[src/hdl/lcc_pkg.sv]
// Shared types, constants and the control store of the levitation current compensator.
// Used by lcc_seq, the top level and the checker; depends on nothing else.
`timescale 1ns / 1ps
`default_nettype none

package lcc_pkg;

    // Configuration register indexes.
    localparam logic [2:0] CFG_SETPOINT    = 3'd0;
    localparam logic [2:0] CFG_GAIN_E      = 3'd1;
    localparam logic [2:0] CFG_GAIN_PE     = 3'd2;
    localparam logic [2:0] CFG_GAIN_PU     = 3'd3;
    localparam logic [2:0] CFG_WINDOW_LOW  = 3'd4;
    localparam logic [2:0] CFG_WINDOW_HIGH = 3'd5;
    localparam logic [2:0] CFG_DEADBAND    = 3'd6;

    // Register reset values.
    localparam logic [15:0] RST_SETPOINT    = 16'd25559;
    localparam logic [31:0] RST_GAIN_E      = 32'd17026253;
    localparam logic [31:0] RST_GAIN_PE     = 32'd139329;
    localparam logic [31:0] RST_GAIN_PU     = 32'd27315;
    localparam logic [11:0] RST_WINDOW_LOW  = 12'd2000;
    localparam logic [11:0] RST_WINDOW_HIGH = 12'd2900;
    localparam logic [15:0] RST_DEADBAND    = 16'd3277;

    // Clamp state codes and the duty ceiling.
    localparam logic [1:0]  CLAMP_NONE = 2'd0;
    localparam logic [1:0]  CLAMP_ZERO = 2'd1;
    localparam logic [1:0]  CLAMP_MAX  = 2'd2;
    localparam logic [11:0] DUTY_MAX   = 12'd2192;

    // Multiplier constants. Reciprocals are floor(2^36/4095) and floor(2^38/1000).
    localparam logic signed [32:0] K_MV_SCALE   = 33'sd3300;
    localparam logic signed [32:0] K_RECIP_4095 = 33'sd16781313;
    localparam logic signed [32:0] K_FB_SLOPE   = 33'sd60948;
    localparam logic signed [32:0] K_RECIP_1000 = 33'sd274877906;
    localparam logic signed [32:0] K_SMALL      = 33'sd6554;
    localparam logic signed [32:0] K_DUTY_SLOPE = 33'sd4651000;

    localparam logic [27:0]        K_RND_500      = 28'd500;
    localparam logic signed [20:0] K_FB_OFFSET    = 21'sd171442;
    localparam logic [38:0]        K_DUTY_OFFSET  = 39'd13065654176;
    localparam logic signed [49:0] U_MAX          = 50'sd2147483648;
    localparam logic signed [49:0] U_MIN          = -50'sd2147483648;
    localparam logic signed [33:0] C_MAX          = 34'sd52428;

    localparam int STEP_W = 5;

    typedef enum logic [3:0] {
        OP_NOP,
        OP_LD_NUM,
        OP_DIV4095,
        OP_LD_NUM_RND,
        OP_DIV1000,
        OP_LD_E,
        OP_ACC_LD,
        OP_ACC_SUB,
        OP_SAT,
        OP_LD_C,
        OP_LD_NUM_DUTY,
        OP_FIN_IN,
        OP_FIN_OUT
    } t_op;

    typedef enum logic [3:0] {
        MS_NONE,
        MS_SAMP_SCALE,
        MS_PROD_R4095,
        MS_Q_SLOPE,
        MS_NUM_R1000,
        MS_B0_E,
        MS_B1_PE,
        MS_A1_PU,
        MS_U_SMALL,
        MS_C_SLOPE
    } t_mul;

    typedef enum logic [1:0] {
        JC_NONE,
        JC_OUTSIDE,
        JC_CLAMP
    } t_jc;

    typedef struct packed {
        t_op              op;
        t_mul             mul;
        t_jc              jc;
        logic [STEP_W-1:0] target;
        logic             done;
    } t_ctrl;

    typedef struct packed {
        logic outside;
        logic clamp;
        logic out_free;
    } t_status;

    localparam logic [STEP_W-1:0] STEP_FIN_IN  = 5'd19;
    localparam logic [STEP_W-1:0] STEP_FIN_OUT = 5'd20;

    function automatic t_ctrl cw(input t_op op, input t_mul mul, input t_jc jc,
                                 input logic [STEP_W-1:0] target, input logic done);
        t_ctrl w;
        w.op     = op;
        w.mul    = mul;
        w.jc     = jc;
        w.target = target;
        w.done   = done;
        return w;
    endfunction

    // Control store. Each word names the datapath action, the product started, any conditional jump and the done flag.
    function automatic t_ctrl prog_word(input logic [STEP_W-1:0] step);
        t_ctrl w;
        case (step)
            5'd0:  w = cw(OP_NOP,         MS_SAMP_SCALE, JC_NONE,    '0, 1'b0);
            5'd1:  w = cw(OP_LD_NUM,      MS_PROD_R4095, JC_NONE,    '0, 1'b0);
            5'd2:  w = cw(OP_DIV4095,     MS_NONE,       JC_NONE,    '0, 1'b0);
            5'd3:  w = cw(OP_NOP,         MS_Q_SLOPE,    JC_OUTSIDE, STEP_FIN_OUT, 1'b0);
            5'd4:  w = cw(OP_LD_NUM_RND,  MS_NONE,       JC_NONE,    '0, 1'b0);
            5'd5:  w = cw(OP_NOP,         MS_NUM_R1000,  JC_NONE,    '0, 1'b0);
            5'd6:  w = cw(OP_DIV1000,     MS_NONE,       JC_NONE,    '0, 1'b0);
            5'd7:  w = cw(OP_LD_E,        MS_NONE,       JC_NONE,    '0, 1'b0);
            5'd8:  w = cw(OP_NOP,         MS_B0_E,       JC_NONE,    '0, 1'b0);
            5'd9:  w = cw(OP_ACC_LD,      MS_B1_PE,      JC_NONE,    '0, 1'b0);
            5'd10: w = cw(OP_ACC_SUB,     MS_A1_PU,      JC_NONE,    '0, 1'b0);
            5'd11: w = cw(OP_ACC_SUB,     MS_NONE,       JC_NONE,    '0, 1'b0);
            5'd12: w = cw(OP_SAT,         MS_NONE,       JC_NONE,    '0, 1'b0);
            5'd13: w = cw(OP_NOP,         MS_U_SMALL,    JC_NONE,    '0, 1'b0);
            5'd14: w = cw(OP_LD_C,        MS_NONE,       JC_NONE,    '0, 1'b0);
            5'd15: w = cw(OP_NOP,         MS_C_SLOPE,    JC_CLAMP,   STEP_FIN_IN, 1'b0);
            5'd16: w = cw(OP_LD_NUM_DUTY, MS_NONE,       JC_NONE,    '0, 1'b0);
            5'd17: w = cw(OP_NOP,         MS_NUM_R1000,  JC_NONE,    '0, 1'b0);
            5'd18: w = cw(OP_DIV1000,     MS_NONE,       JC_NONE,    '0, 1'b0);
            5'd19: w = cw(OP_FIN_IN,      MS_NONE,       JC_NONE,    '0, 1'b1);
            default: w = cw(OP_FIN_OUT,   MS_NONE,       JC_NONE,    '0, 1'b1);
        endcase
        return w;
    endfunction

endpackage

`default_nettype wire

[src/hdl/lcc_seq.sv]
// Microprogram sequencer: step counter, control store lookup and conditional jumps.
// Depends on lcc_pkg for the control word, status struct and program.
`timescale 1ns / 1ps
`default_nettype none

module lcc_seq
    import lcc_pkg::*;
(
    input  wire logic    i_clk,
    input  wire logic    i_rst_n,
    input  wire logic    i_start,
    input  wire t_status i_status,
    output logic         o_busy,
    output t_ctrl        o_ctrl
);

    logic              r_busy;
    logic [STEP_W-1:0] r_step;
    logic [STEP_W-1:0] n_step;
    logic              take;
    t_ctrl             ctrl;

    assign ctrl   = prog_word(r_step);
    assign o_ctrl = ctrl;
    assign o_busy = r_busy;

    always_comb begin
        case (ctrl.jc)
            JC_OUTSIDE: take = i_status.outside;
            JC_CLAMP:   take = i_status.clamp;
            default:    take = 1'b0;
        endcase
        n_step = take ? ctrl.target : r_step + 1'b1;
    end

    always_ff @(posedge i_clk) begin
        if (!i_rst_n) begin
            r_busy <= 1'b0;
            r_step <= '0;
        end else if (!r_busy) begin
            if (i_start) begin
                r_busy <= 1'b1;
                r_step <= '0;
            end
        end else if (ctrl.done) begin
            // The last word waits here until the output register can take the item.
            if (i_status.out_free) begin
                r_busy <= 1'b0;
            end
        end else begin
            r_step <= n_step;
        end
    end

endmodule

`default_nettype wire

[config.mk]
export PLATFORM = sky130hd
export DESIGN_NAME = lcc_seq
export DESIGN_NICKNAME = d
export VERILOG_FILES = /design/src/hdl/lcc_pkg.sv /design/src/hdl/lcc_seq.sv
export SDC_FILE = /design/constraint.sdc
export NUM_CORES = 1
export LEC_CHECK = 0
export BUFFER_PORTS_ARGS = -buffer_cell sky130_fd_sc_hd__buf_2
export CORE_MARGIN = 3
export CORE_UTILIZATION = 50
export DETAILED_ROUTE_END_ITERATION = 12
export PLACE_DENSITY = 0.8
export SLEW_MARGIN = 5
export SYNTH_ARGS = -nofsm -noshare
export SYNTH_HDL_FRONTEND = slang
export SYNTH_SLANG_ARGS = --single-unit
[constraint.sdc]
create_clock -name i_clk -period 5.6 [get_ports i_clk]
set_clock_uncertainty 0.05 [all_clocks]
set_input_delay 1.12 -clock i_clk [delete_from_list [all_inputs] [get_ports i_clk]]
set_output_delay 1.12 -clock i_clk [all_outputs]
set_load 0.02 [all_outputs]
==> qor.csv, run 1 <==
metric,value,unit
status,completed,
hpwl,1810,um
dp_slack,2.18,ns
hold_class,reg -> reg,
timing.final.ws_setup,2.45,ns
fin_crit,3.15,ns
drt_iter0_markers,41,
drc,0,
ctsHoldBuffers,0,
start_kind,primary input,
dr_total_vias,958,
r2r-end,o_ctrl[13]$_DFF_P_,
synth-seq-area-share,33.4,%
ys_ff_latch,18,
rsz0062_at_grt,false,
rr_worst_depth,11,
antenna_found_initial,0,
vias_per_cell,5.77,
cap_violations,0,
n_antenna_cell,0,
cp-startpoint,i_status[2],
cts_root_buf,clkbuf_4,
syn_nets,134,
worstPathMaxFanout,6,
layout.area.seq,360,um2
max_freq,0.317,GHz
area_growth,12.4,%
yosys.cell_types.count,48,
gp_congestion,0.870,
dr.pass1.iters,4,
slew_viol_final,0,
synth_edf_count,0,
final_cells,166,
post_cts.repair.setup_buffers,0,
vdd_drop_max,179,uV
post_cts_resized,0,
avgSynthCellArea,9.00,um2
placed_cells,162,
ff2ff_setup_slack,2.55,ns
clk_pin_slew,0.10,ns
worst_pin_slew,0.681,ns
cts_sinks,18,
grt_pass1_wl,3980,um
start_util,53.9,%
track_usage,19.3,%
num-nets-final,154,
reg2reg_from,o_ctrl[7]$_SDFF_PP0_,
cts_tree,built,
finalCritPeriodShare,56.3,%
multi_input_area,636,um2
setup_viol,0,
ys_async_sr_fraction,0,%
crit_end,o_ctrl[13]$_DFF_P_,
hold_violations,0,
final_util,60.6,%
p_leak,0.000546,uW
cts_buffers,3,
critPathArrivalTime,3.36,ns
clk_latency,0.30,ns
drive_gt1_share,25.9,%
rows,16,
clock_path_buffers,2,
port_buffers,21,
ioPinCount,23,
required,5.81,ns
first_global_vias,955,
core_area,2000,um2
syn_area,1080,um2
die_width,52.5,um
avgRoutedWirePerCell,14.5,um
die-area,2750,um2
drt_wl_total,2410,um
power_density,214,nW/um2
netlist_instances,120,
overflow,0,
ant_nets,0,
nFillCells,186,
die_y,52.5,um
end_kind,flop,
grt_max_degree,16,
yosysWarnings,0,
fin_tns_setup,0,ns
ys.flop_type,dfxtp_1,
crit_type,in -> reg,
h-tree-depth,1,
relSlewSlack,54.0,%
[stage by stage]
| step | total power (uW) | area, um2 | hold slack [ns] |
|---|---|---|---|
| floorplan | 169 | 1080 | 0.520 |
| global route | 270 | 1210 | 0.557 |
| CTS | 260 | 1210 | 0.506 |
| detailed placement | 181 | 1180 | 0.492 |
| finish | 260 | 1210 | 0.494 |
| global placement | 179 | 1180 | 0.453 |
[registers in the layout, summed over array words and instances (netlist names)]
name    count
o_ctrl     12
r_step      5
o_busy      1
[synthesized netlist by cell type, types with 3 or more instances]
master / number / share of area (%)
o21ai_0: 6 / 2.8
nor3_1: 4 / 1.9
ha_1: 8 / 9.3
a21oi_1: 4 / 1.9
nand2b_1: 4 / 2.3
a31oi_1: 3 / 1.7
dfxtp_1: 18 / 33
buf_4: 5 / 3.5
nor2_1: 8 / 2.8
nand3_1: 8 / 3.7
inv_1: 9 / 3.1
nand2_1: 3 / 1.0
[cell usage in the layout (no fill, tap or decap), types with 2 or more instances in the layout]
cell type,instances
xnor2_1,2
nor2b_1,2
nand2_1,3
buf_2,21
a31oi_1,3
dfxtp_1,18
nor2_1,8
a21oi_1,4
clkbuf_4,3
o21a_1,2
nand3_1,8
inv_1,9
and2_1,2
nor3_1,4
o21ai_0,6
nand2b_1,4
ha_1,8
[where the power goes]
group	internal, uW	switching, uW	total [uW]
clock	39.7	41.3	81.0
combinational	15.6	27.2	42.8
sequential	133	2.90	136
total	188	71.4	260
[worst max-delay path, stage by stage]
cell and delay, ns:
buf_2 0.10, a22oi_4 0.09, or2_4 0.27, o311ai_0 0.59, nand2_1 0.29, inv_1 0.15
ha_1 0.26, nand2b_1 0.13, o22ai_1 0.07, nor3_2 0.15, a32o_1 0.13
[kinds of logic after synthesis]
group                      count (synthesis)  share of synthesized area (%)
adders and majority gates                  8                           9.27
xor gates and xnor gates                   3                           2.43
other                                      1                          0.347
and+or+nand+nor                           42                           22.0
AOI/OAI and AO/OA                         32                           24.8
DFF                                       18                           33.4
buffers and inverters                     16                           7.76
[routing by layer]
layer | vias to the layer above | track usage [%] | share of wire (%)
li1 | 466 | - | -
met3 | 7 | 5.13 | 6.5
met2 | 41 | 34.5 | 49
met1 | 444 | 20.6 | 43
met5 | - | 0 | 0
met4 | 0 | 9.79 | 1.7
[cell type report]
cell class | count | share of cell area [%]
clock buffer | 4 | 2.99
inverter | 10 | 3.51
multi-input combinational | 86 | 52.4
sequential | 18 | 29.7
tap | 27 | 2.78
timing repair buffer | 21 | 8.66
[how the worst min path moves through the flow]
stage                           startpoint                   end  slack (ns)  cells after the start
floorplan           r_step[4]$_SDFFE_PN0N_  o_ctrl[5]$_SDFF_PP0_        0.52                      3
global placement         o_busy$_SDFF_PN0_     o_busy$_SDFF_PN0_        0.45                      2
detailed placement       o_busy$_SDFF_PN0_     o_busy$_SDFF_PN0_        0.49                      2
CTS                      o_busy$_SDFF_PN0_     o_busy$_SDFF_PN0_        0.51                      2
global route             o_busy$_SDFF_PN0_     o_busy$_SDFF_PN0_        0.56                      2
finish                   o_busy$_SDFF_PN0_     o_busy$_SDFF_PN0_        0.49                      2
No activity file was read; power rests on OpenSTA's default activity.
==> run 2: changes to the inputs <==
--- a/config.mk
+++ b/config.mk
@@ -7,7 +7,7 @@
 export LEC_CHECK = 0
 export BUFFER_PORTS_ARGS = -buffer_cell sky130_fd_sc_hd__buf_2
 export CORE_MARGIN = 3
-export CORE_UTILIZATION = 50
+export CORE_UTILIZATION = 48
 export DETAILED_ROUTE_END_ITERATION = 12
 export PLACE_DENSITY = 0.8
 export SLEW_MARGIN = 5
==> constraint.sdc (replaced) <==
create_clock -name i_clk -period 2.6 [get_ports i_clk]
set_clock_uncertainty 0.05 [all_clocks]
set_input_delay 0.52 -clock i_clk [delete_from_list [all_inputs] [get_ports i_clk]]
set_output_delay 0.52 -clock i_clk [all_outputs]
set_load 0.02 [all_outputs]
==> qor.csv, run 2 (synthesis results as in run 1) <==
metric,value,unit
most-common-layout-cells,"buf_2 (21), dfxtp_1 (17), inv_1 (8), nand3_1 (8)",
cap_violations,0,
hpwl,1790,um
hold_violations,0,
largest_reg_flops,12,
nFillCells,174,
top_usage_layer,met2,
power_density,441,nW/um2
cts_sinks,18,
track_usage,18.2,%
required,2.77,ns
met3_usage,4.23,%
path_buf_inv,2,
crit_type,reg -> reg,
fin_hold_ws,0.438,ns
clk_pin_slew,0.10,ns
start_kind,flop,
vdd_drop_max,266,uV
fin_tns_setup,0,ns
die-area,2850,um2
worst_path_max_delay_cell,or4_1,
ant_nets,0,
setup_viol,0,
clk_latency,0.29,ns
drt_iter0_markers,25,
globalRouteMet1Util,23.3,%
timing.final.ws_setup,0.0638,ns
drive_gt1_share,33.6,%
crit_end,o_ctrl[10]$_DFF_P_,
layout_commonest_cell,buf_2,
total_power,572,uW
vias_per_cell,5.76,
max_stage_delay,0.51,ns
avgRoutedWirePerCell,14.5,um
worstPathMaxFanout,6,
use_met2,27.1,%
n_antenna_cell,0,
cp-startpoint,o_ctrl[6]$_SDFF_PP0_,
ioPinCount,23,
worst-path-stages,11,
dr_total_vias,997,
end_kind,flop,
cts_buffers,3,
h-tree-depth,1,
die_y,53.4,um
area_growth,20.2,%
hold_class,in -> reg,
start_util,52.9,%
slew_viol_final,0,
reg2reg_from,o_ctrl[6]$_SDFF_PP0_,
status,completed,
final_util,63.5,%
dp_slack,0.0377,ns
gp_congestion,0.924,
path_cells,inv_1 > ha_1 > a22oi_4 > or2_4 > nand3_1 > o311ai_4 > nand2_2 > inv_1 > ha_1 > or4_1 > a31oi_1,
rr_worst_depth,11,
antenna_found_initial,0,
port_buffers,21,
num-nets-final,161,
overflow,0,
clock_path_buffers,2,
cp_top_family,simple AND/OR/NAND/NOR gates,
finalCritPeriodShare,97.5,%
fin_crit,2.54,ns
drc,0,
drt_wl_total,2520,um
grt_max_degree,16,
cts_root_buf,clkbuf_4,
cts_tree,built,
rows,16,
dr.pass1.iters,4,
ff2ff_setup_slack,0.06,ns
p_leak,0.000613,uW
grt_pass1_wl,3770,um
max_freq,0.394,GHz
first_global_vias,856,
critPathArrivalTime,2.71,ns
relSlewSlack,57.9,%
die_width,53.4,um
worst_pin_slew,0.630,ns
core_area,2040,um2
r2r-end,o_ctrl[10]$_DFF_P_,
[run 2: timing repair]
item,4_1_cts,5_1_grt
setup buffers,0,2
endpoints found under the setup margin,0,7
hold buffers,0,0
resized for setup,0,7
endpoints found under the hold margin,0,0
[run 2: report_power, final]
part           internal [uW]  switching, uW
logic                   43.0           65.1
clock network           85.3           85.8
registers                286           6.36
total                    415            157
[run 2: final cells by class]
class                   count  area, um2  share of cell area [%]
multi-input cells          86        666                    51.3
flip-flops and latches     18        362                    27.9
repair buffers             28        158                    12.2
inverters                  10       42.5                    3.28
clock buffers               4       36.3                    2.80
well taps                  27       33.8                    2.60
[run 2: routing by layer]
metal	vias up	wire length (um)	share of wire (%)
met5	-	0	0
met4	0	108	4.3
met3	13	179	7.1
met2	49	1180	47
met1	455	1050	42
li1	480	-	-
[run 2: worst min-delay path by stage]
stage / startpoint / endpoint / slack, ns / depth (start not counted)
2_1_floorplan: r_step[4]$_SDFFE_PN0N_ / o_ctrl[5]$_SDFF_PP0_ / 0.52 / 3
3_3_place_gp: o_busy$_SDFF_PN0_ / o_busy$_SDFF_PN0_ / 0.45 / 2
3_5_place_dp: o_busy$_SDFF_PN0_ / o_busy$_SDFF_PN0_ / 0.48 / 2
4_1_cts: i_status[0] / o_busy$_SDFF_PN0_ / 0.44 / 3
5_1_grt: i_status[0] / o_busy$_SDFF_PN0_ / 0.43 / 3
6_report: i_status[0] / o_busy$_SDFF_PN0_ / 0.44 / 3
[run 2: worst min-delay path: stages]
cell and delay, ns:
buf_2 0.07, nand2b_1 0.08, a21oi_1 0.06
[run 2: metrics by stage]
step                      cells  cell area [um2]
after floorplan             120             1080
after global placement      167             1220
after detailed placement    167             1220
after CTS                   171             1250
after global routing        173             1300
final                       173             1300
==> run 3: changes to the inputs <==
--- a/config.mk
+++ b/config.mk
@@ -5,6 +5,7 @@
 export SDC_FILE = /design/constraint.sdc
 export NUM_CORES = 1
 export LEC_CHECK = 0
+export ABC_AREA = 1
 export BUFFER_PORTS_ARGS = -buffer_cell sky130_fd_sc_hd__buf_2
 export CORE_MARGIN = 3
 export CORE_UTILIZATION = 48
==> qor.csv, run 3 <==
metric,value,unit
nFillCells,191,
cap_violations,0,
first_global_vias,807,
crit_end,o_ctrl[12]$_DFF_P_,
syn_area,1100,um2
die_width,53.9,um
yosysWarnings,0,
overflow,0,
worstPathMaxFanout,6,
power_density,441,nW/um2
clock_path_buffers,2,
end_kind,flop,
fin_tns_setup,0,ns
syn_nets,160,
cts_tree,built,
post_cts_resized,0,
slew_viol_final,0,
cpMostUsedCell,nand2_1,
yosysTopAreaCell,dfxtp_1,
rr_worst_depth,15,
cts_root_buf,clkbuf_4,
die-area,2900,um2
synth_commonest_cells,"nand2_1 (39), inv_1 (20), dfxtp_1 (18), nand3_1 (17), ha_1 (8)",
dr_total_vias,953,
netlist_instances,146,
vias_per_cell,4.94,
rows,16,
yosysMostFrequentCell,nand2_1,
clk_latency,0.29,ns
num-nets-final,181,
clk_pin_slew,0.10,ns
synth_edf_count,0,
synthMuxAreaShare,0,%
synth-simple-area-share,36.9,%
synth-xor-area-share,1.59,%
finalCritPeriodShare,88.0,%
synth_compound_area_share,7.27,%
ant_nets,0,
drt_iter0_markers,23,
port_buffers,21,
h-tree-depth,1,
drt_wl_total,2230,um
start_util,53.4,%
drc,0,
fin_crit,2.29,ns
avgRoutedWirePerCell,11.6,um
start_kind,flop,
reg2reg_from,o_ctrl[7]$_SDFF_PP0_,
required,2.75,ns
r2r-end,o_ctrl[12]$_DFF_P_,
dr.pass1.iters,4,
core_area,2060,um2
grt_max_degree,12,
antenna_found_initial,0,
avgSynthCellArea,7.54,um2
p_leak,0.000715,uW
dpl-instance-area,1200,um2
max_stage_delay,0.39,ns
n_antenna_cell,0,
ys_async_sr_fraction,0,%
ctsHoldBuffers,0,
rsz0062_at_grt,false,
worst_path_max_delay_cell,dfxtp_1,
fin_area,1240,um2
area_growth,12.7,%
yosys.cell_types.count,29,
path_cells,inv_1 > ha_1 > inv_1 > nand2_2 > nand2_1 > nand3_1 > nand2_1 > nand2_1 > inv_1 > ha_1 > nand3b_1 > nand3_1 > nand2_1 > nand2_1 > nand2_1,
layout_commonest_cell,nand2_1,
synth_adder_area_share,9.09,%
ys_ff_latch,18,
crit_type,reg -> reg,
largest_reg_flops,12,
critPathArrivalTime,2.44,ns
hold_violations,0,
synth_top_area_share,32.7,%
most-common-layout-cells,"nand2_1 (39), buf_2 (21), inv_1 (20), dfxtp_1 (18), nand3_1 (17)",
ioPinCount,23,
cp-startpoint,o_ctrl[7]$_SDFF_PP0_,
status,completed,
setup_viol,0,
ys.flop_type,dfxtp_1,
hpwl,1770,um
die_y,53.9,um
synth-seq-area-share,32.7,%
synth.top_cells.by_area,"dfxtp_1 (33%), nand2_1 (13%), ha_1 (9.1%), nand3_1 (7.7%), inv_1 (6.8%)",
gp_congestion,0.994,
max_freq,0.437,GHz
cts_buffers,3,
ff2ff_setup_slack,0.31,ns
post_cts.repair.setup_buffers,0,
track_usage,16.8,%
synth_top_family_by_area,simple AND/OR/NAND/NOR gates,
cts_sinks,18,
grt_pass1_wl,3500,um
hold_class,in -> reg,
drive_gt1_share,28.3,%
vdd_drop_max,273,uV
==> run 3: power by group <==
part           total (uW)  switching (uW)  internal, uW  leakage, uW
clock network         172            86.2          85.4    0.0000210
registers             290            4.80           285     0.000146
logic                85.4            56.3          29.1     0.000548
==> run 3: kinds of logic (layout without fill, tap and decap cells) <==
logic type,Yosys count,count (layout)
other cells,1,1
simple gates,78,78
compound gates,10,10
fa+ha+maj,8,8
xor+xnor,2,2
buf+inv,29,49
flops,18,18
==> run 3: how the worst min path moves through the flow <==
stage / start / to / slack, ns / cells past startpoint
2_1_floorplan: r_step[1]$_SDFFE_PN0N_ / r_step[1]$_SDFFE_PN0N_ / 0.59 / 4
3_3_place_gp: o_busy$_SDFF_PN0_ / o_busy$_SDFF_PN0_ / 0.57 / 3
3_5_place_dp: o_busy$_SDFF_PN0_ / o_busy$_SDFF_PN0_ / 0.58 / 3
4_1_cts: i_status[0] / o_busy$_SDFF_PN0_ / 0.44 / 3
5_1_grt: i_status[0] / o_busy$_SDFF_PN0_ / 0.43 / 3
6_report: i_status[0] / o_busy$_SDFF_PN0_ / 0.44 / 3
==> run 3: area by class of cell <==
type                       count  area [um2]  area share [%]
clock buffer                   4        36.3            2.92
sequential                    18         360            29.0
multi-input combinational     99         608            49.0
timing repair buffer          21         105            8.47
tap                           27        33.8            2.72
inverter                      24        97.6            7.86
==> run 3: per-stage QoR <==
stage          hold slack [ns]  setup slack [ns]  util (%)  cells  power (uW)
3_3_place_gp             0.570             0.459      58.4    189         380
2_1_floorplan            0.591             0.406         -    146         360
5_1_grt                  0.433             0.122      60.2    193         575
6_report                 0.440             0.313      60.2    193         547
3_5_place_dp             0.583             0.367      58.4    189         382
4_1_cts                  0.439             0.330      60.2    193         551
==> run 3: worst max-delay path, delay by kind of cell (launching register included) <==
family	cells	cell delay, ns
and+or+nand+nor	10	0.87
adders and majority gates	2	0.53
DFF	1	0.39
buffers and inverters	3	0.36
==> run 3: per-layer routing <==
layer	vias to the layer above	global-route usage [%]	wire length [um]
met3	5	2.49	125
met5	-	0	0
li1	491	-	-
met2	32	28.8	1130
met4	0	7.66	36
met1	425	20.4	940
